`src/hw/rtl/lwt_pkg.sv`:
```
package lwt_pkg;

    localparam int MAX_POINTS   = 1024;
    localparam int IDX_W        = $clog2(MAX_POINTS);
    localparam int BACK_WINDOW  = 5;
    localparam int AHEAD_WINDOW = 15;

    localparam logic [32:0] LOOP_LIMIT = 33'(4) << 16;
    localparam logic [32:0] PEAK_LIMIT = 33'(10) << 16;
    localparam logic [33:0] BAND_WIDTH = 34'(8) << 16;

    localparam int ENTRY_W = 128;
    localparam int NUM_W   = 49;
    localparam int DEN_W   = 17;
    localparam int ROOT_W  = 33;

    localparam logic FUNC_LOAD   = 1'b0;
    localparam logic FUNC_UPDATE = 1'b1;

    localparam logic [2:0] REG_LA_NEAR  = 3'd0;
    localparam logic [2:0] REG_LA_FAR   = 3'd1;
    localparam logic [2:0] REG_SPD_LOW  = 3'd2;
    localparam logic [2:0] REG_SPD_HIGH = 3'd3;
    localparam logic [2:0] REG_PATH_LEN = 3'd4;

    typedef enum logic [4:0] {
        S_IDLE, S_LOOP_RD0, S_LOOP_RD1, S_LOOP_GO, S_LOOP_WAIT,
        S_WIN_RD, S_WIN_GO, S_WIN_WAIT,
        S_MEAN, S_MEAN_DIV, S_MEAN_WAIT,
        S_LA, S_LA_DIV, S_LA_WAIT,
        S_WALK_RD, S_WALK_GO, S_WALK_WAIT,
        S_FIN_T, S_FIN_S, S_FIN_LATCH, S_OUT
    } t_state;

    typedef struct packed {
        logic               start;
        logic signed [31:0] ax;
        logic signed [31:0] ay;
        logic signed [31:0] bx;
        logic signed [31:0] by;
    } t_dist_req;

    typedef struct packed {
        logic             start;
        logic [NUM_W-1:0] num;
        logic [DEN_W-1:0] den;
    } t_div_req;

endpackage

```
`src/hw/rtl/lwt_dist.sv`:
```
module lwt_dist (
    input  logic                           i_clk,
    input  logic                           i_rst_n,
    input  lwt_pkg::t_dist_req             i_req,
    output logic                           o_done,
    output logic [lwt_pkg::ROOT_W-1:0]     o_root
);

    logic        r_busy;
    logic [5:0]  r_step;
    logic [31:0] r_dx, r_dy;
    logic [63:0] r_sx, r_sy;
    logic [65:0] r_rad;
    logic [33:0] r_rem;
    logic [32:0] r_root;
    logic        r_done;

    logic signed [32:0] dxs, dys;
    logic [35:0]        rem_sh, trial, rem_sub;

    assign dxs     = {i_req.ax[31], i_req.ax} - {i_req.bx[31], i_req.bx};
    assign dys     = {i_req.ay[31], i_req.ay} - {i_req.by[31], i_req.by};
    assign rem_sh  = {r_rem, r_rad[65:64]};
    assign trial   = {1'b0, r_root, 2'b01};
    assign rem_sub = rem_sh - trial;

    always_ff @(posedge i_clk) begin
        if (!i_rst_n) begin
            r_busy <= 1'b0;
            r_done <= 1'b0;
            r_step <= '0;
        end else begin
            r_done <= 1'b0;
            if (i_req.start) begin
                r_busy <= 1'b1;
                r_step <= '0;
            end else if (r_busy) begin
                r_step <= r_step + 6'd1;
                if (r_step == 6'd35) begin
                    r_busy <= 1'b0;
                    r_done <= 1'b1;
                end
            end
        end
    end

    always_ff @(posedge i_clk) begin
        if (i_req.start) begin
            r_dx <= dxs[32] ? 32'(-dxs) : dxs[31:0];
            r_dy <= dys[32] ? 32'(-dys) : dys[31:0];
        end else if (r_busy) begin
            if (r_step == 6'd0) begin
                r_sx <= r_dx * r_dx;
            end else if (r_step == 6'd1) begin
                r_sy <= r_dy * r_dy;
            end else if (r_step == 6'd2) begin
                r_rad  <= {1'b0, {1'b0, r_sx} + {1'b0, r_sy}};
                r_rem  <= '0;
                r_root <= '0;
            end else begin
                // one root bit per cycle, two radicand bits shifted in
                r_rad <= {r_rad[63:0], 2'b00};
                if (rem_sh >= trial) begin
                    r_rem  <= rem_sub[33:0];
                    r_root <= {r_root[31:0], 1'b1};
                end else begin
                    r_rem  <= rem_sh[33:0];
                    r_root <= {r_root[31:0], 1'b0};
                end
            end
        end
    end

    assign o_done = r_done;
    assign o_root = r_root;

endmodule

```
`config.mk`:
```
export PLATFORM = sky130hd
export DESIGN_NAME = lwt_dist
export DESIGN_NICKNAME = d
export VERILOG_FILES = /design/src/hw/rtl/lwt_pkg.sv /design/src/hw/rtl/lwt_dist.sv
export SDC_FILE = /design/constraint.sdc
export NUM_CORES = 2
export LEC_CHECK = 0
export BUFFER_PORTS_ARGS = -buffer_cell sky130_fd_sc_hd__clkbuf_2
export CAP_MARGIN = 25
export CORE_MARGIN = 3
export CORE_UTILIZATION = 41
export DETAILED_ROUTE_END_ITERATION = 8
export PLACE_DENSITY_LB_ADDON = 0.08
export SLEW_MARGIN = 30
export SYNTH_ARGS = -nofsm -noshare
export SYNTH_HDL_FRONTEND = slang
export SYNTH_SLANG_ARGS = --single-unit
```
`constraint.sdc`:
```
create_clock -name i_clk -period 10.3 [get_ports i_clk]
set_input_delay 3.09 -clock i_clk [delete_from_list [all_inputs] [get_ports i_clk]]
set_output_delay 3.09 -clock i_clk [all_outputs]
set_load 0.01 [all_outputs]
```
==> impl_metrics.ini <==
[critical_path]
critPathTopFamily = adder cells
critPathKind = reg -> reg
endpoint_kind = flip-flop
cp.arrival_ns = 9.54
worst_ep_required_time_ns = 10.68
cp.buffers_inverters = 6
max_stage_delay_ns = 1.01
slowest_stage = edfxtp_1
start_kind = flip-flop
crit_fanout = 19
cpMostUsedCell = fa_1

[run_status]
outcome = finished, final reports clean

[logic_synthesis]
synthArstFlopShare_pct = 0
synthesis.nets = 10900
ys_seq_area_share_pct = 12.4
synth_edf_count = 323
synth_adder_area_share_pct = 51.8
ys_types = 83
netlist_top_cells_area = fa_1 40%, edfxtp_1 12%, ha_1 12%
yosys.area_share.simple_pct = 11.5
yosys_warnings = 0
synth_xor_area_share_pct = 4.16
synth_ff_type = edfxtp_1
synth_seq_cells = 331
avgSynthCellArea_um2 = 9.47
yosysTopAreaCell = fa_1
syn_inst = 8399
synth_top_family_by_area = adder cells
synth_compound_area_share_pct = 8.63
syn_area_um2 = 79500
yosysTopAreaCellShare_pct = 39.8
synthMuxAreaShare_pct = 0.222

[finish]
final_cells = 11000
fillers = 18800
area_delta_synth_final_pct = 7.19
fin_nets = 11000
regArea_um2 = 9860
multi_input_area_um2 = 60700
layout-drive-gt1-share_pct = 5.42

[sta]
layout_worst_path_cycle_share_pct = 88.9
relSlewSlack_pct = 25.6
layout_min_cycle_time_ns = 9.15
worst_slew_pin_slew_ns = 1.11
setup_viol = 0
final.setup.tns_ns = 0
finalClockSkew_ns = 0.0409
hold_viol_final = 0
max_freq_ghz = 0.109
whs_ns = 0.503
rsz0062_at_grt = false
finalMaxSlewViolations = 0

[cts]
clockBufferDepth = 3
post_cts_buffers = 0
clk_latency_ns = 0.64
post_cts_resize_count = 0
cts_buffers = 45
cts_tree = yes
path_clk_slew_ns = 0.07
htree_levels = 2
clock-root-buffer = clkbuf_16
cts_hold_buf = 0
clock_sinks = 331

[route]
drc = 0
ant_nets = 0
dr.pass1.iters = 7
avgViaCountPerCell = 5.06
wirelength_um = 220000
routedWlPerCell_um = 20.0
drt_iter0_drc = 2826
vias = 55800

[floorplanning]
io_pins = 165
fp.dieArea_um2 = 199000
num_rows = 161
die_h_um = 446
die_width_um = 446
core_um2 = 193000
initial_core_util_pct = 41.3

[placed_design]
port_buffers = 164
hpwlAfterDp_um = 186000
gp_congestion = 0.876
dp_cells = 11000

[grt]
grt_pass1_wl_um = 354000
gr-usage-all-layers_pct = 22.9
grt_pass1_vias = 61900
grt.overflow.total = 0
antenna_found_initial = 7
grt_max_degree = 81

[flow_run]
max-cap-violations = 0

[hold_path]
hold_path_class = reg -> reg
-- Yosys cell counts (172+ instances only) --
cell	instances
xnor2_1	230
fa_1	1582
a21o_1	172
clkbuf_1	269
and2_1	469
o21ai_0	184
a21oi_1	318
nand2_1	757
edfxtp_1	323
ha_1	761
inv_1	2112
nor2_1	265
-- placed cells by master, fill, tap and decap left out, types with 12 or more instances in the layout --
cell type	Yosys	layout
a221oi_1	13	13
o211ai_1	23	23
ha_1	761	761
nor2_1	265	265
and3_1	47	46
fa_1	1582	1582
nand3_1	88	88
a31oi_1	54	53
buf_4	0	127
nand2_1	757	756
mux2i_1	12	12
o21bai_1	50	50
o31ai_1	18	18
o21a_1	31	31
nand2b_1	25	25
inv_1	2112	2112
a41oi_1	14	14
a21o_1	172	172
nor3_1	48	48
o21ai_0	184	184
or3_1	23	23
clkbuf_16	0	45
a31o_2	34	34
and2_1	469	467
xor2_1	148	148
xnor2_1	230	228
a211oi_1	34	34
nor2b_1	46	46
edfxtp_1	323	323
a21oi_1	318	318
clkbuf_2	0	163
nand4_1	35	35
or2_2	21	21
-- state kept, by name, summed over array words and instances (netlist names) --
register / flops
o_root: 33
r_step: 6
o_done: 1
r_sy: 63
r_busy: 1
r_sx: 63
r_rem: 34
r_rad: 66
r_dy: 32
r_dx: 32
-- worst paths after layout --
check,start,endpoint,slack (ns),cells past startpoint
worst min-delay path,r_step[5]$_SDFFE_PP0P_,o_done$_SDFF_PP0_,0.50,2
worst max register to register,r_dy[8]$_DFFE_PP_,r_sy[62]$_DFFE_PP_,1.15,27
worst min register to register,r_step[5]$_SDFFE_PP0P_,o_done$_SDFF_PP0_,0.50,2
worst max-delay path,r_dy[8]$_DFFE_PP_,r_sy[62]$_DFFE_PP_,1.15,27
-- through the flow --
stage                     utilization [%]  cell area, um2  worst slack, ns
after global placement               43.3           83600             1.28
after floorplan                         -           79500             2.19
final                                44.2           85300             1.15
after CTS                            44.2           85200             1.18
after detailed placement             43.4           83600             1.23
after global routing                 44.2           85200            0.641
-- worst reg2reg max path: stages, from the launching register on --
cell and delay [ns]:
edfxtp_1 1.01, inv_1 0.32, nor2_1 0.27, inv_1 0.08, fa_1 0.36, inv_1 0.08, fa_1 0.43, fa_1 0.59
inv_1 0.07, fa_1 0.48, inv_1 0.05, fa_1 0.49, fa_1 0.57, fa_1 0.43, fa_1 0.44, ha_1 0.40
nand2_1 0.14, nor4_1 0.43, and3_1 0.26, or3b_2 0.51, a2111oi_0 0.45, buf_4 0.20, o21ai_0 0.13, a31oi_1 0.23
nor2_1 0.10, o21ai_1 0.15, a21oi_1 0.09, xnor2_1 0.13
-- final cells by class --
type	count	share of cell area, %
inverter	2114	9.31
tap	2526	3.71
multi-input combinational	5678	71.2
timing repair buffer	306	2.36
clock buffer	52	1.35
clock inverter	30	0.453
antenna	2	0.00587
sequential	331	11.6
-- routing by layer --
| metal | part of all wire, % | global-route usage [%] |
|---|---|---|
| met5 | 0.0059 | 0 |
| met4 | 1.8 | 3.97 |
| met3 | 4.0 | 2.41 |
| met2 | 49 | 39.9 |
| met1 | 45 | 31.1 |
-- logic make-up (layout without fill, tap and decap cells) --
family / Yosys count / after routing
mux: 17 / 17
flops: 331 / 331
compound gates: 1058 / 1058
other cells: 0 / 2
xor+xnor: 378 / 378
simple gates: 1882 / 1882
buf+inv: 2390 / 2502
fa+ha+maj: 2343 / 2343
Power is not shown: default switching activity piles up to over one toggle a cycle in this logic, so the estimate is an artifact.
