$ cat src/hw/rtl/lwt_ram.sv
module lwt_ram #(
    parameter int WIDTH = 8,
    parameter int DEPTH = 16
) (
    input  logic                     i_clk,
    input  logic                     i_we,
    input  logic [$clog2(DEPTH)-1:0] i_waddr,
    input  logic [WIDTH-1:0]         i_wdata,
    input  logic [$clog2(DEPTH)-1:0] i_raddr,
    output logic [WIDTH-1:0]         o_rdata
);

    logic [WIDTH-1:0] r_mem [DEPTH];

    always_ff @(posedge i_clk) begin
        if (i_we) begin
            r_mem[i_waddr] <= i_wdata;
        end
        o_rdata <= r_mem[i_raddr];
    end

endmodule

$ cat config.mk
export PLATFORM = sky130hd
export DESIGN_NAME = lwt_ram
export DESIGN_NICKNAME = d
export VERILOG_FILES = /design/src/hw/rtl/lwt_ram.sv
export SDC_FILE = /design/constraint.sdc
export NUM_CORES = 1
export LEC_CHECK = 0
export BUFFER_PORTS_ARGS = -buffer_cell sky130_fd_sc_hd__buf_2
export CORE_MARGIN = 2
export CORE_UTILIZATION = 35
export DETAILED_ROUTE_END_ITERATION = 10
export HOLD_SLACK_MARGIN = 0.08
export PLACE_DENSITY_LB_ADDON = 0.1
export RECOVER_POWER = 100
export SLEW_MARGIN = 25
export SYNTH_ARGS = -nofsm -noshare
export SYNTH_HDL_FRONTEND = slang
export SYNTH_SLANG_ARGS = --single-unit
export TNS_END_PERCENT = 50
$ cat constraint.sdc
create_clock -name i_clk -period 1.7 [get_ports i_clk]
set_input_delay 0 -clock i_clk [delete_from_list [all_inputs] [get_ports i_clk]]
set_output_delay 0 -clock i_clk [all_outputs]
set_load 0.02 [all_outputs]
==> results_dict.tcl, run 1 <==
set metrics [dict create \
    status "finished, final reports clean" \
    wl_per_cell_um 22.1 \
    ys_seq_area_frac 0.778 \
    htree_num_levels 4 \
    rows 44 \
    num-fill-cells 1278 \
    grt_pass1_wl_mm 16.6 \
    grt_pass1_vias 2643 \
    crit_path_end_kind "flip-flop" \
    num_vias 2434 \
    syn_to_final_growth_pct 20.8 \
    cts_tree "done" \
    die_area_mm2 0.0157 \
    worstMarginPinSlew_ns 0.720 \
    path_class "primary input to flip-flop" \
    fmax_ghz 0.668 \
    start_util 0.357 \
    netlist.area_leader.share 0.747 \
    yosysTopAreaCell "edfxtp_1" \
    dp_cells 450 \
    syn_inst 229 \
    clkLatencyLatePin_ns 0.41 \
    p_leak_uw 0.00206 \
    firstDrtPassIters 4 \
    cts_sinks 136 \
    finalHoldViolations 0 \
    nNetsFinal 313 \
    grt_max_degree 22 \
    hpwl_mm 6.73 \
    setup_viol 0 \
    totalWireLength_mm 10.9 \
    portBuffers 25 \
    core_mm2 0.0144 \
    synth_area_mm2 0.00515 \
    syn_avg_cell_area_um2 22.5 \
    critical_path_required_ns 1.82 \
    synth-seq-cells 136 \
    path_clk_slew_ns 0.05 \
    fin_hold_ws_ns 0.173 \
    path_max_fanout 7 \
    final_cell_mix "edfxtp_1, clkbuf_1, mux4_2" \
    ys_warn_count 0 \
    ys_top_cells_by_area "edfxtp_1, mux4_2, mux4_1" \
    io_pins 26 \
    layout.cells.non_filler 492 \
    die_w_um 125 \
    die_y_um 125 \
    place.gp.congestion 0.682 \
    drv_cap 0 \
    min_period_over_period 0.881 \
    drv_slew 0 \
    setup.worst_path.start_class "primary input" \
    antenna_cells 0 \
    rsz0062_at_grt "no" \
    cts-root-buf "clkbuf_16" \
    fin_skew_ns 0.00780 \
    avgViaCountPerCell 4.95 \
    drtIter0Drc 187 \
    grt_util_all_layers 0.151 \
    synthesis.nets 247 \
    cts_setup_buffers 0 \
    synth_cell_types 19 \
    post-route-util 0.431 \
    fin_total_pwr_uw 7660 \
    hold_class "primary input to flip-flop" \
    period_needed_ns 1.50 \
    cts_made_buffers 17 \
    layout-drive-gt1-share 0.231 \
    layout_commonest_cell "edfxtp_1" \
    antenna_found_initial 0 \
    drc_errors 0 \
    peakVddDrop_uv 674 \
    critPathArrivalTime_ns 1.62 \
    ant_nets 0 \
    grt-ovfl-total 0 \
    slew_headroom 0.520 \
    clk_path_buf_depth 2 \
    power_density_mw_per_mm2 1230 \
    fin_tns_setup_ns 0 \
]
[metrics by stage]
stage / setup slack, ns / cell area (µm²)
final: 0.203 / 6220
after global routing: 0.0853 / 6220
after CTS: 0.258 / 6290
after detailed placement: 0.150 / 5620
after global placement: 0.151 / 5620
after floorplan: 0.207 / 5150
[power breakdown]
part | switching (µW) | leakage, µW | internal (µW)
sequential | 25.9 | 0.00122 | 3750
clock | 1280 | 0.000275 | 2210
combinational | 227 | 0.000565 | 159
total | 1530 | 0.00206 | 6120
[cells in the mapped netlist]
library cell     instances
a22oi_1                 16
and2_1                   1
and2b_1                  1
buf_2                    3
buf_4                    1
buf_6                    3
clkdlybuf4s25_2          3
dfxtp_1                  8
edfxtp_1               128
mux4_1                  14
mux4_2                  18
nand2_1                  9
nand2b_1                 2
nand3_1                  1
nand3b_1                 2
nor2_1                  13
nor2b_1                  1
nor3_1                   4
or3b_2                   1
[sequential cells by signal (all words and copies together), names as in the netlist]
register	flops
o_rdata	8
r_mem	128
[area by class of cell]
type / count / area (µm²) / area share
Clock buffer: 22 / 464 / 0.0746
Multi-Input combinational cell: 83 / 1060 / 0.170
Timing Repair Buffer: 57 / 360 / 0.0579
Tap cell: 184 / 230 / 0.0370
Sequential cell: 136 / 4000 / 0.644
Clock inverter: 10 / 103 / 0.0165
[logic make-up (layout without fill, tap and decap cells)]
logic type             Yosys count  after routing  share of synthesized area
AND/OR/NAND/NOR                 35             35                     0.0318
multiplexers                    32             32                      0.150
AO/OA/AOI/OAI                   16             16                     0.0233
flip-flops                     136            136                      0.778
buffers and inverters           10             89                     0.0168
[critical path: stages]
cell and delay (ns):
dlygate4sd3_1 0.54, clkbuf_1 0.17, nor3_1 0.29, dlygate4sd3_1 0.62
[final timing paths]
path / slack (ns) / endpoint / depth (start not counted) / startpoint
max: 0.20 / r_mem[4][0]$_DFFE_PP_ / 4 / i_waddr[0]
min: 0.17 / o_rdata[7]$_DFF_P_ / 4 / i_raddr[1]
max reg2reg: 0.31 / o_rdata[3]$_DFF_P_ / 3 / r_mem[5][3]$_DFFE_PP_
min reg2reg: 0.67 / o_rdata[4]$_DFF_P_ / 3 / r_mem[14][4]$_DFFE_PP_
[timing repair]
item / 4_1_cts / 5_1_grt
hold endpoints to repair: 129 / 0
hold buffers: 10 / 0
resized for setup: 0 / 0
endpoints found under the setup margin: 0 / 0
[metal layers]
layer	wire length, µm	track usage	vias up	share of wire
met2	5210	0.227	58	0.48
met4	57	0.0471	0	0.0052
met5	0	0	-	0
li1	-	-	1105	-
met1	5010	0.211	1267	0.46
met3	609	0.0475	4	0.056
No activity file was read; power rests on OpenSTA's default activity.
==> inputs of run 2 (changes only) <==
Settings changed: ABC_AREA from default to 1.
==> results_dict.tcl, run 2 <==
set metrics [dict create \
    combPwrFrac 0.065 \
    clkLatencyLatePin_ns 0.42 \
    firstDrtPassIters 7 \
    critPathArrivalTime_ns 1.33 \
    antenna_found_initial 0 \
    power_density_mw_per_mm2 1120 \
    clk_path_buf_depth 2 \
    synth-seq-cells 136 \
    nNetsFinal 620 \
    synth_common_cells "nand2_1, edfxtp_1, inv_1" \
    fin_skew_ns 0.00857 \
    grt_max_degree 65 \
    highest_layer "met4" \
    drv_cap 0 \
    p_leak_uw 0.00282 \
    r2r_start "r_mem[3][2]$_DFFE_PP_" \
    wl_per_cell_um 16.9 \
    drtIter0Drc 406 \
    reg_top3 "r_mem x128, o_rdata x8" \
    crit_buf_inv 2 \
    path_max_fanout 16 \
    cts-root-buf "clkbuf_16" \
    io_pins 26 \
    post-synth-top-count-cell "nand2_1" \
    num-fill-cells 1599 \
    drc_errors 0 \
    ys_seq_area_frac 0.694 \
    status "finished, final reports clean" \
    r2r_setup_slack_ns 0.62 \
    seqPwrFrac 0.499 \
    start_util 0.360 \
    peakVddDrop_uv 747 \
    timing.rr.end "o_rdata[2]$_DFF_P_" \
    avgViaCountPerCell 4.58 \
    min_period_over_period 0.746 \
    ys_top_cells_by_area "edfxtp_1, nand2_1, nand3_1" \
    htree_num_levels 4 \
    hold_class "primary input to flip-flop" \
    setup.worst_path.start_class "primary input" \
    p_switching_uw 1640 \
    final_cell_mix "nand2_1, edfxtp_1, inv_1" \
    max_stage_delay_ns 0.80 \
    setup.worst_path.end "r_mem[8][2]$_DFFE_PP_" \
    crit_slowest_cell "clkbuf_1" \
    grt_pass1_wl_mm 21.8 \
    grt_pass1_vias 3631 \
    p_sw_frac 0.217 \
    die_area_mm2 0.0175 \
    cts_sinks 136 \
    hpwl_mm 8.64 \
    synth_edf_count 128 \
    grt-ovfl-total 0 \
    layout_commonest_cell "nand2_1" \
    wl_met1_mm 7.09 \
    ys_warn_count 0 \
    multiInputGateArea_mm2 0.00121 \
    worstHoldStart "i_raddr[2]" \
    ant_nets 0 \
    cts_setup_buffers 0 \
    dp_slack_ns 0.338 \
    path_delay_family "buffers and inverters" \
    totalWireLength_mm 14.0 \
    path_clk_slew_ns 0.05 \
    syn_avg_cell_area_um2 10.5 \
    yosysTopAreaCell "edfxtp_1" \
    rsz0062_at_grt "no" \
    crit_path_end_kind "flip-flop" \
    rows 46 \
    internal-power_uw 5930 \
    finalHoldViolations 0 \
    cts_made_buffers 17 \
    layout_setup_ws_ns 0.432 \
    synth_ff_type "edfxtp_1" \
    path_class "primary input to flip-flop" \
    worstPathCellList "dlygate4sd3_1 -> clkbuf_1" \
    die_y_um 132 \
    critical_path_required_ns 1.77 \
    antenna_cells 0 \
    synthesis.nets 569 \
    top_register "r_mem" \
    syn_inst 551 \
    synth_cell_types 12 \
    fin_tns_setup_ns 0 \
    clkPwrFrac 0.436 \
    grt_util_all_layers 0.171 \
    layout-drive-gt1-share 0.0618 \
    num_vias 3803 \
    core_mm2 0.0160 \
    timing.critical_path.from "i_wdata[2]" \
    drv_slew 0 \
    worstMarginPinSlew_ns 1.09 \
    wl_met2_mm 6.23 \
    largest_register_ffs 128 \
    period_needed_ns 1.27 \
    place.gp.congestion 0.770 \
    regArea_mm2 0.00400 \
    die_w_um 132 \
    setup_viol 0 \
    portBuffers 25 \
    fmax_ghz 0.789 \
    path_depth 2 \
    cts_tree "done" \
    synthArstFlopShare 0 \
    syn_to_final_growth_pct 16.9 \
    route.met3.wl_um 528 \
    synth_area_mm2 0.00577 \
    slew_headroom 0.274 \
    netlist.area_leader.share 0.667 \
    rr_worst_depth 6 \
]
## run 2: changes by cell type after synthesis, moves of 4 or more
cell	previous run	this run
a22oi_1	16	0
buf_2	3	13
inv_1	0	100
mux4_1	14	0
mux4_2	18	0
nand2_1	9	173
nand3_1	1	97
nor2_1	13	17
nor3_1	4	0
## run 2: how the worst min path moves through the flow
stage                             to  slack [ns]  cells after the start
3_3_place_gp      o_rdata[2]$_DFF_P_        0.37                      3
6_report          o_rdata[2]$_DFF_P_        0.15                      5
5_1_grt           o_rdata[2]$_DFF_P_        0.16                      5
3_5_place_dp      o_rdata[2]$_DFF_P_        0.39                      3
4_1_cts           o_rdata[2]$_DFF_P_        0.14                      5
2_1_floorplan  r_mem[0][0]$_DFFE_PP_         0.1                      0
## run 2: worst min-delay path, stage by stage
cell and delay (ns):
buf_2 0.11, inv_1 0.15, nand3_1 0.13, nand3_1 0.07
nand2_1 0.08
## run 2: timing repair
action                    CTS  global route
hold endpoints to repair  131             0
resized for setup           0             0
hold buffers                9             0
## run 2: routing by layer
metal / GRT usage / up-vias
met5: 0 / -
met4: 0.0573 / 0
met3: 0.0446 / 16
met2: 0.249 / 64
met1: 0.247 / 1848
li1: - / 1875
## run 2: kinds of logic after synthesis
kind of cell,share of synthesized area
buf+inv,0.0952
simple gates,0.210
flops,0.694
## run 2: power by group through the flow
| stage | clock (µW) | sequential, µW | combinational (µW) |
|---|---|---|---|
| final | 3300 | 3780 | 494 |
| after global routing | 3500 | 3780 | 558 |
| after CTS | 3370 | 3770 | 520 |
| after detailed placement | 0 | 3840 | 503 |
| after global placement | 0 | 3840 | 501 |
| after floorplan | 0 | 3860 | 264 |
## run 2: final cells by class
cell class / count / share of cell area
Tap cell: 216 / 0.0401
Clock inverter: 5 / 0.00316
Clock buffer: 27 / 0.0761
Timing Repair Buffer: 56 / 0.0496
Multi-Input combinational cell: 289 / 0.180
Inverter: 102 / 0.0568
Sequential cell: 136 / 0.594
## run 2: stage by stage
step	cells	hold slack (ns)	util	total power, µW	area (µm²)
after floorplan	551	0.0989	-	4130	5770
after global placement	790	0.373	0.387	4340	6200
after detailed placement	790	0.392	0.387	4340	6200
after CTS	831	0.140	0.426	7660	6820
after global routing	831	0.163	0.421	7840	6740
final	831	0.153	0.421	7570	6740
