--- src/hw/rtl/lwt_pkg.sv ---
package lwt_pkg;

    localparam int MAX_POINTS   = 1024;
    localparam int IDX_W        = $clog2(MAX_POINTS);
    localparam int BACK_WINDOW  = 5;
    localparam int AHEAD_WINDOW = 15;

    localparam logic [32:0] LOOP_LIMIT = 33'(4) << 16;
    localparam logic [32:0] PEAK_LIMIT = 33'(10) << 16;
    localparam logic [33:0] BAND_WIDTH = 34'(8) << 16;

    localparam int ENTRY_W = 128;
    localparam int NUM_W   = 49;
    localparam int DEN_W   = 17;
    localparam int ROOT_W  = 33;

    localparam logic FUNC_LOAD   = 1'b0;
    localparam logic FUNC_UPDATE = 1'b1;

    localparam logic [2:0] REG_LA_NEAR  = 3'd0;
    localparam logic [2:0] REG_LA_FAR   = 3'd1;
    localparam logic [2:0] REG_SPD_LOW  = 3'd2;
    localparam logic [2:0] REG_SPD_HIGH = 3'd3;
    localparam logic [2:0] REG_PATH_LEN = 3'd4;

    typedef enum logic [4:0] {
        S_IDLE, S_LOOP_RD0, S_LOOP_RD1, S_LOOP_GO, S_LOOP_WAIT,
        S_WIN_RD, S_WIN_GO, S_WIN_WAIT,
        S_MEAN, S_MEAN_DIV, S_MEAN_WAIT,
        S_LA, S_LA_DIV, S_LA_WAIT,
        S_WALK_RD, S_WALK_GO, S_WALK_WAIT,
        S_FIN_T, S_FIN_S, S_FIN_LATCH, S_OUT
    } t_state;

    typedef struct packed {
        logic               start;
        logic signed [31:0] ax;
        logic signed [31:0] ay;
        logic signed [31:0] bx;
        logic signed [31:0] by;
    } t_dist_req;

    typedef struct packed {
        logic             start;
        logic [NUM_W-1:0] num;
        logic [DEN_W-1:0] den;
    } t_div_req;

endpackage

--- src/hw/rtl/lwt_div.sv ---
module lwt_div (
    input  logic                          i_clk,
    input  logic                          i_rst_n,
    input  lwt_pkg::t_div_req             i_req,
    output logic                          o_done,
    output logic [lwt_pkg::NUM_W-1:0]     o_quo
);

    logic                        r_busy;
    logic                        r_done;
    logic [5:0]                  r_cnt;
    logic [lwt_pkg::NUM_W-1:0]   r_quo;
    logic [lwt_pkg::DEN_W-1:0]   r_rem;
    logic [lwt_pkg::DEN_W-1:0]   r_den;
    logic [lwt_pkg::DEN_W:0]     rem_sh, rem_sub;

    assign rem_sh  = {r_rem, r_quo[lwt_pkg::NUM_W-1]};
    assign rem_sub = rem_sh - {1'b0, r_den};

    always_ff @(posedge i_clk) begin
        if (!i_rst_n) begin
            r_busy <= 1'b0;
            r_done <= 1'b0;
            r_cnt  <= '0;
        end else begin
            r_done <= 1'b0;
            if (i_req.start) begin
                r_busy <= 1'b1;
                r_cnt  <= '0;
            end else if (r_busy) begin
                r_cnt <= r_cnt + 6'd1;
                if (r_cnt == 6'(lwt_pkg::NUM_W - 1)) begin
                    r_busy <= 1'b0;
                    r_done <= 1'b1;
                end
            end
        end
    end

    always_ff @(posedge i_clk) begin
        if (i_req.start) begin
            r_quo <= i_req.num;
            r_den <= i_req.den;
            r_rem <= '0;
        end else if (r_busy) begin
            if (rem_sh >= {1'b0, r_den}) begin
                r_rem <= rem_sub[lwt_pkg::DEN_W-1:0];
                r_quo <= {r_quo[lwt_pkg::NUM_W-2:0], 1'b1};
            end else begin
                r_rem <= rem_sh[lwt_pkg::DEN_W-1:0];
                r_quo <= {r_quo[lwt_pkg::NUM_W-2:0], 1'b0};
            end
        end
    end

    assign o_done = r_done;
    assign o_quo  = r_quo;

endmodule

--- config.mk ---
export PLATFORM = sky130hd
export DESIGN_NAME = lwt_div
export DESIGN_NICKNAME = d
export VERILOG_FILES = /design/src/hw/rtl/lwt_pkg.sv /design/src/hw/rtl/lwt_div.sv
export SDC_FILE = /design/constraint.sdc
export NUM_CORES = 1
export LEC_CHECK = 0
export ABC_CLOCK_PERIOD_IN_PS = 2600
export BUFFER_PORTS_ARGS = -buffer_cell sky130_fd_sc_hd__buf_2
export CAP_MARGIN = 0
export CORE_MARGIN = 2
export CORE_UTILIZATION = 41
export DETAILED_ROUTE_END_ITERATION = 8
export PLACE_DENSITY = 0.7
export SETUP_SLACK_MARGIN = 0.2
export SLEW_MARGIN = 20
export SYNTH_ARGS = -nofsm -noshare
export SYNTH_HDL_FRONTEND = slang
export SYNTH_SLANG_ARGS = --single-unit
--- constraint.sdc ---
create_clock -name i_clk -period 2.6 [get_ports i_clk]
set_clock_uncertainty 0.2 [all_clocks]
set_input_delay 0.39 -clock i_clk [delete_from_list [all_inputs] [get_ports i_clk]]
set_output_delay 0.39 -clock i_clk [all_outputs]
set_load 0.05 [all_outputs]
==> flow_summary.yaml, run 1 <==
outcome:
  status: "finished with violations"
  violations: "setup timing"
floorplan:
  die_h_um: 108.7
  die_area_um2: 11810
  ios: 119
  die_w_um: 108.7
  fp-row-count: 38
  coreArea_um2: 10750
  floorplan.initialDensity: 0.4180
drt:
  ant_nets: 0
  dr_total_vias: 3357
  drt_pass1_iterations: 4
  drt_iter0_markers: 129
  drc: 0
  viasPerCell: 5.003
  drt_wl_total_um: 9738
  wl_per_cell_um: 14.51
clock_tree:
  cts_tree: "yes"
  cts.path.max_buffers: 2
  numCtsBuffers: 9
  clockRootBuffer: "clkbuf_8"
  clk_latency_ns: 0.38
  clock-sinks: 91
  clkTransAtPathRegs_ns: 0.09
  htreeDepth: 3
power:
  cellPowerDensity_nw_per_um2: 656.9
  ir_drop_v: 0.0006071
  p_leak_uw: 0.002509
synthesis:
  ys_seq_elements: 91
  synth_top_area_share: 0.4412
  synthAdderAreaFrac: 0.05738
  avgSynthCellArea_um2: 12.55
  synth_ff_type: "edfxtp_1"
  synth_top_family_by_area: "multiplexers"
  syn_area_um2: 4492
  synthMuxAreaShare: 0.1362
  synth-edff-count: 66
  synthCells: 358
  synthesis.nets: 447
  synthTopCellsByArea: "edfxtp_1, mux2_2, dfxtp_1"
  yosysWarnings: 0
  synth-compound-area-share: 0.1100
  seq_area_frac_synth: 0.5526
  ys_types: 50
  synthArstFlopShare: 0
  yosys.area_share.simple: 0.07187
  synthXorXnorAreaFrac: 0.03315
  yosysTopAreaCell: "edfxtp_1"
layout:
  design_area_um2: 5853
  fin_nets: 615
  insertedDiodeCount: 0
  final_cell_mix: "buf_2, edfxtp_1, mux2_2, buf_4, nor2_1"
  filler_cell_count: 931
  drive_gt1_frac: 0.4369
  final_common_cell: "buf_2"
  areaGrowthSynthToFinish_pct: 30.31
critical_path:
  rrSetupSlack_ns: -0.20
  cp-endpoint: "r_rem[7]"
  r2r_end: "r_rem[7]"
  worstPathRequired_ns: 2.65
  worstSetupStartpointType: "flip-flop"
  crit_start: "o_quo[48]"
  reg2reg_depth: 12
  critPathMaxStageDelay_ns: 0.39
  endpoint_kind: "flip-flop"
  worstSetupPathType: "reg2reg"
  critPathSlowestCell: "edfxtp_1"
  critical_path_arrival_ns: 2.86
  regToRegStartpoint: "o_quo[48]"
  worstPathMaxFanout: 7
  crit_path_frequent_cell: "buf_6"
  cp_cell_sequence: "inv_1 -> ha_2 -> inv_2 -> fa_2 -> a21o_1 -> a221oi_4 -> o221ai_2 -> a21oi_2 -> buf_6 -> buf_6 -> mux2i_1 -> a211oi_2"
grt:
  grt-ovfl-total: 0
  grt_max_degree: 41
  antenna_found_initial: 0
  grt_pass1_vias: 3424
  track_usage: 0.1745
  grt_pass1_wl_um: 15770
placed_design:
  hpwl_um: 7045
  post_dp_cell_area_um2: 5405
  portBuffers: 118
  gp_congestion: 0.8251
sta:
  clock.fmax_ghz: 0.3568
  fin_crit_sh: 1.078
  tns_ns: -2.452
  setup_viol: 18
  relSlewSlack: 0.5724
  drv_slew: 0
  fin_ws_ns: -0.2024
  period_needed_ns: 2.802
  rsz0062_at_grt: "yes"
  final-hold-violation-count: 0
  tightest_slew_ns: 0.6390
run:
  cap_violations: 0
min_path:
  worst_hold_path_type: "in2reg"
  min_from: "i_rst_n"
-- power breakdown --
group	internal (uW)	total (uW)	switching (uW)
registers	1710	1780	72.5
logic	440	1100	658
clock network	450	964	513
-- cells in the mapped netlist (all sizes together), types with 4 or more instances --
library cell,instances
nor2,31
ha,19
inv,25
o21ai,13
mux2,49
mux2i,6
o21a,4
nand4,5
a21oi,20
xor2,8
edfxtp,66
xnor2,9
nand2b,5
buf,10
dfxtp,25
a211oi,12
nand2,11
-- timing repair --
item                       4_1_cts  5_1_grt
gates resized for setup          4        9
hold buffers                    17        0
setup endpoints to repair       18       18
pin swaps                        1        9
hold endpoints to repair        17        0
setup buffers                    2        5
-- metrics by stage --
| step | setup slack [ns] | total power (uW) | hold slack [ns] | std cells | util |
|---|---|---|---|---|---|
| 2_1_floorplan | -0.4228 | 2553 | 0.2585 | 358 | - |
| 3_3_place_gp | -0.1141 | 2837 | 0.2706 | 631 | 0.5030 |
| 3_5_place_dp | -0.2123 | 2853 | 0.2774 | 631 | 0.5030 |
| 4_1_cts | -0.1801 | 3857 | 0.05363 | 666 | 0.5388 |
| 5_1_grt | -0.3728 | 4043 | 0.06846 | 671 | 0.5447 |
| 6_report | -0.2024 | 3845 | 0.07520 | 671 | 0.5447 |
-- worst min path at each step --
| stage | slack, ns | end | cells past startpoint |
|---|---|---|---|
| after global routing | 0.07 | r_busy | 2 |
| after floorplan | 0.26 | r_cnt[5] | 2 |
| after CTS | 0.05 | r_busy | 2 |
| after global placement | 0.27 | r_cnt[5] | 2 |
| final | 0.08 | r_busy | 2 |
| after detailed placement | 0.28 | r_cnt[5] | 2 |
-- critical path: cells and delay by family (launching register included) --
family	cells	cell delay, ns
compound gates	5	0.99
fa+ha+maj	2	0.52
flops	1	0.39
buf+inv	4	0.39
mux	1	0.20
-- kinds of logic after synthesis --
group           after synthesis
fa+ha+maj                    20
simple gates                 68
compound gates               69
xor+xnor                     17
buf+inv                      38
mux                          55
flops                        91
-- final cells by class --
cell class / count / area, um2 / area share
Multi-Input combinational cell: 229 / 1859 / 0.3177
Sequential cell: 91 / 2482 / 0.4241
Clock buffer: 11 / 131.4 / 0.02245
Timing Repair Buffer: 170 / 1050 / 0.1794
Tap cell: 140 / 175.2 / 0.02993
Clock inverter: 5 / 61.31 / 0.01047
Inverter: 25 / 93.84 / 0.01603
-- layer usage --
layer	wire length, um	GRT usage	vias to the layer above
met5	0	0	-
met4	136	0.05311	0
met3	843	0.08428	12
met2	4579	0.2741	103
met1	4179	0.2127	1583
li1	-	-	1659
-- state kept, by name, summed over array words and instances (netlist names) --
signal and count:
r_busy 1, o_quo 49, r_den 17, o_done 1, r_cnt 6, r_rem 17
Power figures use the tool's default switching activity.
==> run 2, diff against run 1 <==
Settings changed: CORE_UTILIZATION 41 to 48, PLACE_DENSITY 0.7 to 0.8.
==> flow_summary.yaml, run 2 (synthesis gave the netlist of run 1 again) <==
sta:
  rsz0062_at_grt: "yes"
  clock.fmax_ghz: 0.3589
  tightest_slew_ns: 0.5775
  period_needed_ns: 2.786
  fin_crit_sh: 1.072
  drv_slew: 0
  final-hold-violation-count: 0
  relSlewSlack: 0.6136
  fin_ws_ns: -0.1862
  setup_viol: 18
outcome:
  violations: "setup timing"
  status: "finished with violations"
clock_tree:
  numCtsBuffers: 9
  clock-sinks: 91
  clkTransAtPathRegs_ns: 0.09
  clk_latency_ns: 0.36
  htreeDepth: 3
  cts.path.max_buffers: 2
  clockRootBuffer: "clkbuf_8"
  cts_tree: "yes"
floorplan:
  die_area_um2: 10150
  fp-row-count: 35
  die_h_um: 100.7
  ios: 119
  floorplan.initialDensity: 0.4908
  die_w_um: 100.7
  coreArea_um2: 9153
drt:
  drt_wl_total_um: 10180
  dr_total_vias: 3392
  drc: 0
  wl_per_cell_um: 15.84
  viasPerCell: 5.275
  drt_pass1_iterations: 4
  drt_iter0_markers: 152
  ant_nets: 0
layout:
  design_area_um2: 5907
  fin_nets: 616
  insertedDiodeCount: 0
  areaGrowthSynthToFinish_pct: 31.50
  filler_cell_count: 699
  largest_reg_flops: 49
  final_common_cell: "buf_2"
  utilization: 0.6454
  drive_gt1_frac: 0.4568
  final_cell_mix: "buf_2, edfxtp_1, mux2_2, nor2_1, buf_4"
grt:
  grt-ovfl-total: 0
  grt_max_degree: 44
  grt_pass1_wl_um: 15770
  antenna_found_initial: 0
  grt_pass1_vias: 3415
  track_usage: 0.1998
placed_design:
  portBuffers: 118
  gp_congestion: 0.8966
  hpwl_um: 7087
  post_dp_cell_area_um2: 5339
power:
  p_leak_uw: 0.002542
  cellPowerDensity_nw_per_um2: 680.2
  p_clk_frac: 0.272
  p_switching_uw: 1293
  ir_drop_v: 0.0003577
  swShare: 0.3218
  p_comb_frac: 0.284
  power_frac_seq: 0.444
  p_int_uw: 2725
critical_path:
  worstSetupStartpointType: "flip-flop"
  worstPathMaxFanout: 5
  endpoint_kind: "flip-flop"
  worstPathRequired_ns: 2.62
  critical_path_arrival_ns: 2.81
  worstSetupPathType: "reg2reg"
min_path:
  worst_hold_path_type: "in2reg"
run:
  cap_violations: 0
## run 2: cell count changes in the layout (fill, tap and decap cells not counted), sizes merged
cell and delta:
inv +1, clkinv -1, clkbuf -1, buf +1, bufinv +1
## run 2: cell type report
type	count	area, um2	share of cell area
flip-flops and latches	91	2482	0.4202
multi-input cells	229	1891	0.3201
repair buffers	171	1076	0.1822
well taps	111	138.9	0.02351
clock buffers	10	127.6	0.02161
clock inverters	6	97.59	0.01652
inverters	25	93.84	0.01589
## run 2: metal layers
layer | global-route usage | up-vias | part of all wire
met5 | 0 | - | 0
met4 | 0.06006 | 0 | 0.012
met3 | 0.07004 | 14 | 0.070
met2 | 0.3308 | 115 | 0.49
met1 | 0.2465 | 1600 | 0.43
li1 | - | 1663 | -
## run 2: what timing repair did
action,in CTS,in global routing
cloned,3,1
hold endpoints to repair,15,2
buffers inserted,4,4
resized for setup,16,11
endpoints found under the setup margin,18,18
hold buffers,15,2
pin swaps,13,11
## run 2: path summary, 6_finish.rpt
kind,to,slack [ns],start,cells past startpoint
worst max-delay path,r_rem[16],-0.19,o_quo[48],13
worst min-delay path,r_busy,0.07,i_rst_n,2
worst max register to register,r_rem[16],-0.19,o_quo[48],13
worst min register to register,r_rem[8],0.31,r_rem[8],2
## run 2: critical path, stage by stage, from the launching register on
cell and delay, ns:
edfxtp_1 0.39, inv_1 0.07, ha_2 0.18, inv_2 0.04, fa_2 0.34, a21o_1 0.19
a221oi_2 0.29, o221ai_2 0.20, a21oi_4 0.25, buf_6 0.16, buf_6 0.11, nand2b_4 0.05
a21oi_2 0.14, a2111oi_2 0.06
## run 2: metrics by stage
| stage | setup WS [ns] | TNS, ns | total power [uW] | hold slack [ns] | std cells |
|---|---|---|---|---|---|
| final | -0.1862 | -2.645 | 4018 | 0.06533 | 643 |
| after global routing | -0.3461 | -5.524 | 4186 | 0.06695 | 643 |
| after CTS | -0.1729 | -2.440 | 3992 | 0.001023 | 636 |
| after detailed placement | -0.1940 | -2.626 | 2837 | 0.2838 | 598 |
| after global placement | -0.1206 | -1.207 | 2814 | 0.2732 | 598 |
| after floorplan | -0.4228 | -6.403 | 2553 | 0.2585 | 358 |
## run 2: power by group through the flow
stage	Clock (uW)	Combinational, uW	Sequential, uW
after floorplan	0	463	2090
after global placement	0	1000	1810
after detailed placement	0	1020	1810
after CTS	1110	1090	1780
after global routing	1170	1220	1800
final	1090	1140	1780
==> run 3, diff against run 2 <==
Settings changed: TNS_END_PERCENT set to 10.
==> flow_summary.yaml, run 3 (synthesis gave the netlist of run 1 again) <==
floorplan:
  die_area_um2: 10150
  die_w_um: 100.7
  die_h_um: 100.7
  coreArea_um2: 9153
  ios: 119
  floorplan.initialDensity: 0.4908
  fp-row-count: 35
layout:
  insertedDiodeCount: 0
  design_area_um2: 5798
  final_common_cell: "buf_2"
  largest_reg_flops: 49
  filler_cell_count: 709
  final_cell_mix: "buf_2, edfxtp_1, mux2_2, nor2_1, buf_4"
  final-instance-count-excl-fill: 640
  areaGrowthSynthToFinish_pct: 29.08
  utilization: 0.6335
  fin_nets: 613
  drive_gt1_frac: 0.4499
sta:
  fin_ws_ns: -0.2831
  period_needed_ns: 2.883
  setup_viol: 18
  rsz0062_at_grt: "yes"
  fin_crit_sh: 1.109
  clock.fmax_ghz: 0.3469
  tightest_slew_ns: 0.6224
  drv_slew: 0
  final-hold-violation-count: 0
  relSlewSlack: 0.5851
  whs_ns: 0.06055
critical_path:
  endpoint_kind: "flip-flop"
  cp-endpoint: "r_rem[16]"
  rrSetupSlack_ns: -0.28
  worstPathMaxFanout: 6
  reg2reg_depth: 12
  crit_start: "o_quo[48]"
  critPathSlowestCell: "edfxtp_1"
  worstPathRequired_ns: 2.67
  worstSetupStartpointType: "flip-flop"
  cp_cell_sequence: "inv_1 -> ha_2 -> inv_2 -> fa_2 -> a21o_1 -> a221oi_4 -> o221ai_2 -> a21oi_2 -> buf_6 -> or4_1 -> mux2i_1 -> a2111oi_2"
  critical_path_arrival_ns: 2.95
  worstSetupPathType: "reg2reg"
  regToRegStartpoint: "o_quo[48]"
  r2r_end: "r_rem[16]"
  critPathMaxStageDelay_ns: 0.41
grt:
  grt_pass1_wl_um: 15410
  grt_pass1_vias: 3307
  grt-ovfl-total: 0
  track_usage: 0.1946
  antenna_found_initial: 0
  grt_max_degree: 50
clock_tree:
  cts_tree: "yes"
  htreeDepth: 3
  cts.path.max_buffers: 2
  clk_latency_ns: 0.37
  clock-sinks: 91
  numCtsBuffers: 9
  clkTransAtPathRegs_ns: 0.09
  clockRootBuffer: "clkbuf_8"
power:
  p_leak_uw: 0.002484
  ir_drop_v: 0.0003787
  cellPowerDensity_nw_per_um2: 650.3
placed_design:
  dp.cells: 597
  hpwl_um: 6809
  post_dp_cell_area_um2: 5319
  gp_congestion: 0.8774
  post-place-ws_ns: -0.2501
  portBuffers: 118
drt:
  dr_total_vias: 3353
  ant_nets: 0
  drc: 0
  viasPerCell: 5.239
  drt_wl_total_um: 9803
  drt_pass1_iterations: 4
  drt_iter0_markers: 165
  wl_per_cell_um: 15.32
run:
  cap_violations: 0
outcome:
  status: "finished with violations"
  violations: "setup timing"
min_path:
  worst_hold_path_type: "in2reg"
## run 3: cell count changes in the layout (fill, tap and decap cells not counted), moves of 2 or more
cell | previous run | this run
a21oi_2 | 2 | 4
o21ai_1 | 3 | 7
a211oi_2 | 1 | 3
buf_6 | 8 | 4
a211oi_1 | 11 | 9
clkinv_4 | 2 | 0
clkinv_2 | 0 | 2
nand2b_4 | 2 | 0
o21ai_2 | 5 | 2
bufinv_16 | 2 | 0
## run 3: per-stage QoR
stage          setup TNS (ns)  power, uW
2_1_floorplan          -6.475       2553
3_3_place_gp          -0.9131       2804
3_5_place_dp           -2.567       2823
4_1_cts                -2.247       3760
5_1_grt                -6.376       3944
6_report               -3.798       3771
## run 3: area by class of cell
class | instances | area [um2] | share of cell area
sequential | 91 | 2482 | 0.4281
clock inverter | 6 | 46.29 | 0.007984
timing repair buffer | 168 | 1026 | 0.1770
inverter | 25 | 93.84 | 0.01618
clock buffer | 10 | 127.6 | 0.02201
multi-input combinational | 229 | 1883 | 0.3248
tap | 111 | 138.9 | 0.02395
## run 3: worst min path at each step
stage	startpoint	end	cells after the start
after floorplan	r_cnt[5]	r_cnt[5]	2
after global placement	r_cnt[5]	r_cnt[5]	2
after detailed placement	r_cnt[5]	o_done	2
after CTS	i_rst_n	r_busy	2
after global routing	i_rst_n	r_busy	2
final	i_rst_n	r_busy	2
## run 3: timing repair
item / 4_1_cts / 5_1_grt
pin swaps: 10 / 14
resized for setup: 5 / 15
hold buffers: 17 / 0
buffers inserted: 6 / 3
gates cloned: 0 / 1
endpoints found under the setup margin: 18 / 18
endpoints found under the hold margin: 17 / 0
## run 3: power breakdown
group	leakage, uW	internal [uW]	total (uW)	switching, uW
sequential	0.000864	1710	1780	73.0
combinational	0.00153	433	1100	670
clock	0.0000890	358	884	526
total	0.00248	2500	3770	1270
## run 3: per-layer routing
| metal | share of wire | global-route usage | up-vias |
|---|---|---|---|
| li1 | - | - | 1651 |
| met1 | 0.42 | 0.2373 | 1562 |
| met2 | 0.48 | 0.3138 | 123 |
| met3 | 0.079 | 0.07212 | 17 |
| met4 | 0.019 | 0.07587 | 0 |
| met5 | 0 | 0 | - |
## run 3: critical path, delay by kind of cell, from the launching register on
kind / cells / cell delay (ns)
compound gates: 5 / 1.14
mux: 1 / 0.09
buf+inv: 3 / 0.29
flops: 1 / 0.41
fa+ha+maj: 2 / 0.54
simple gates: 1 / 0.12
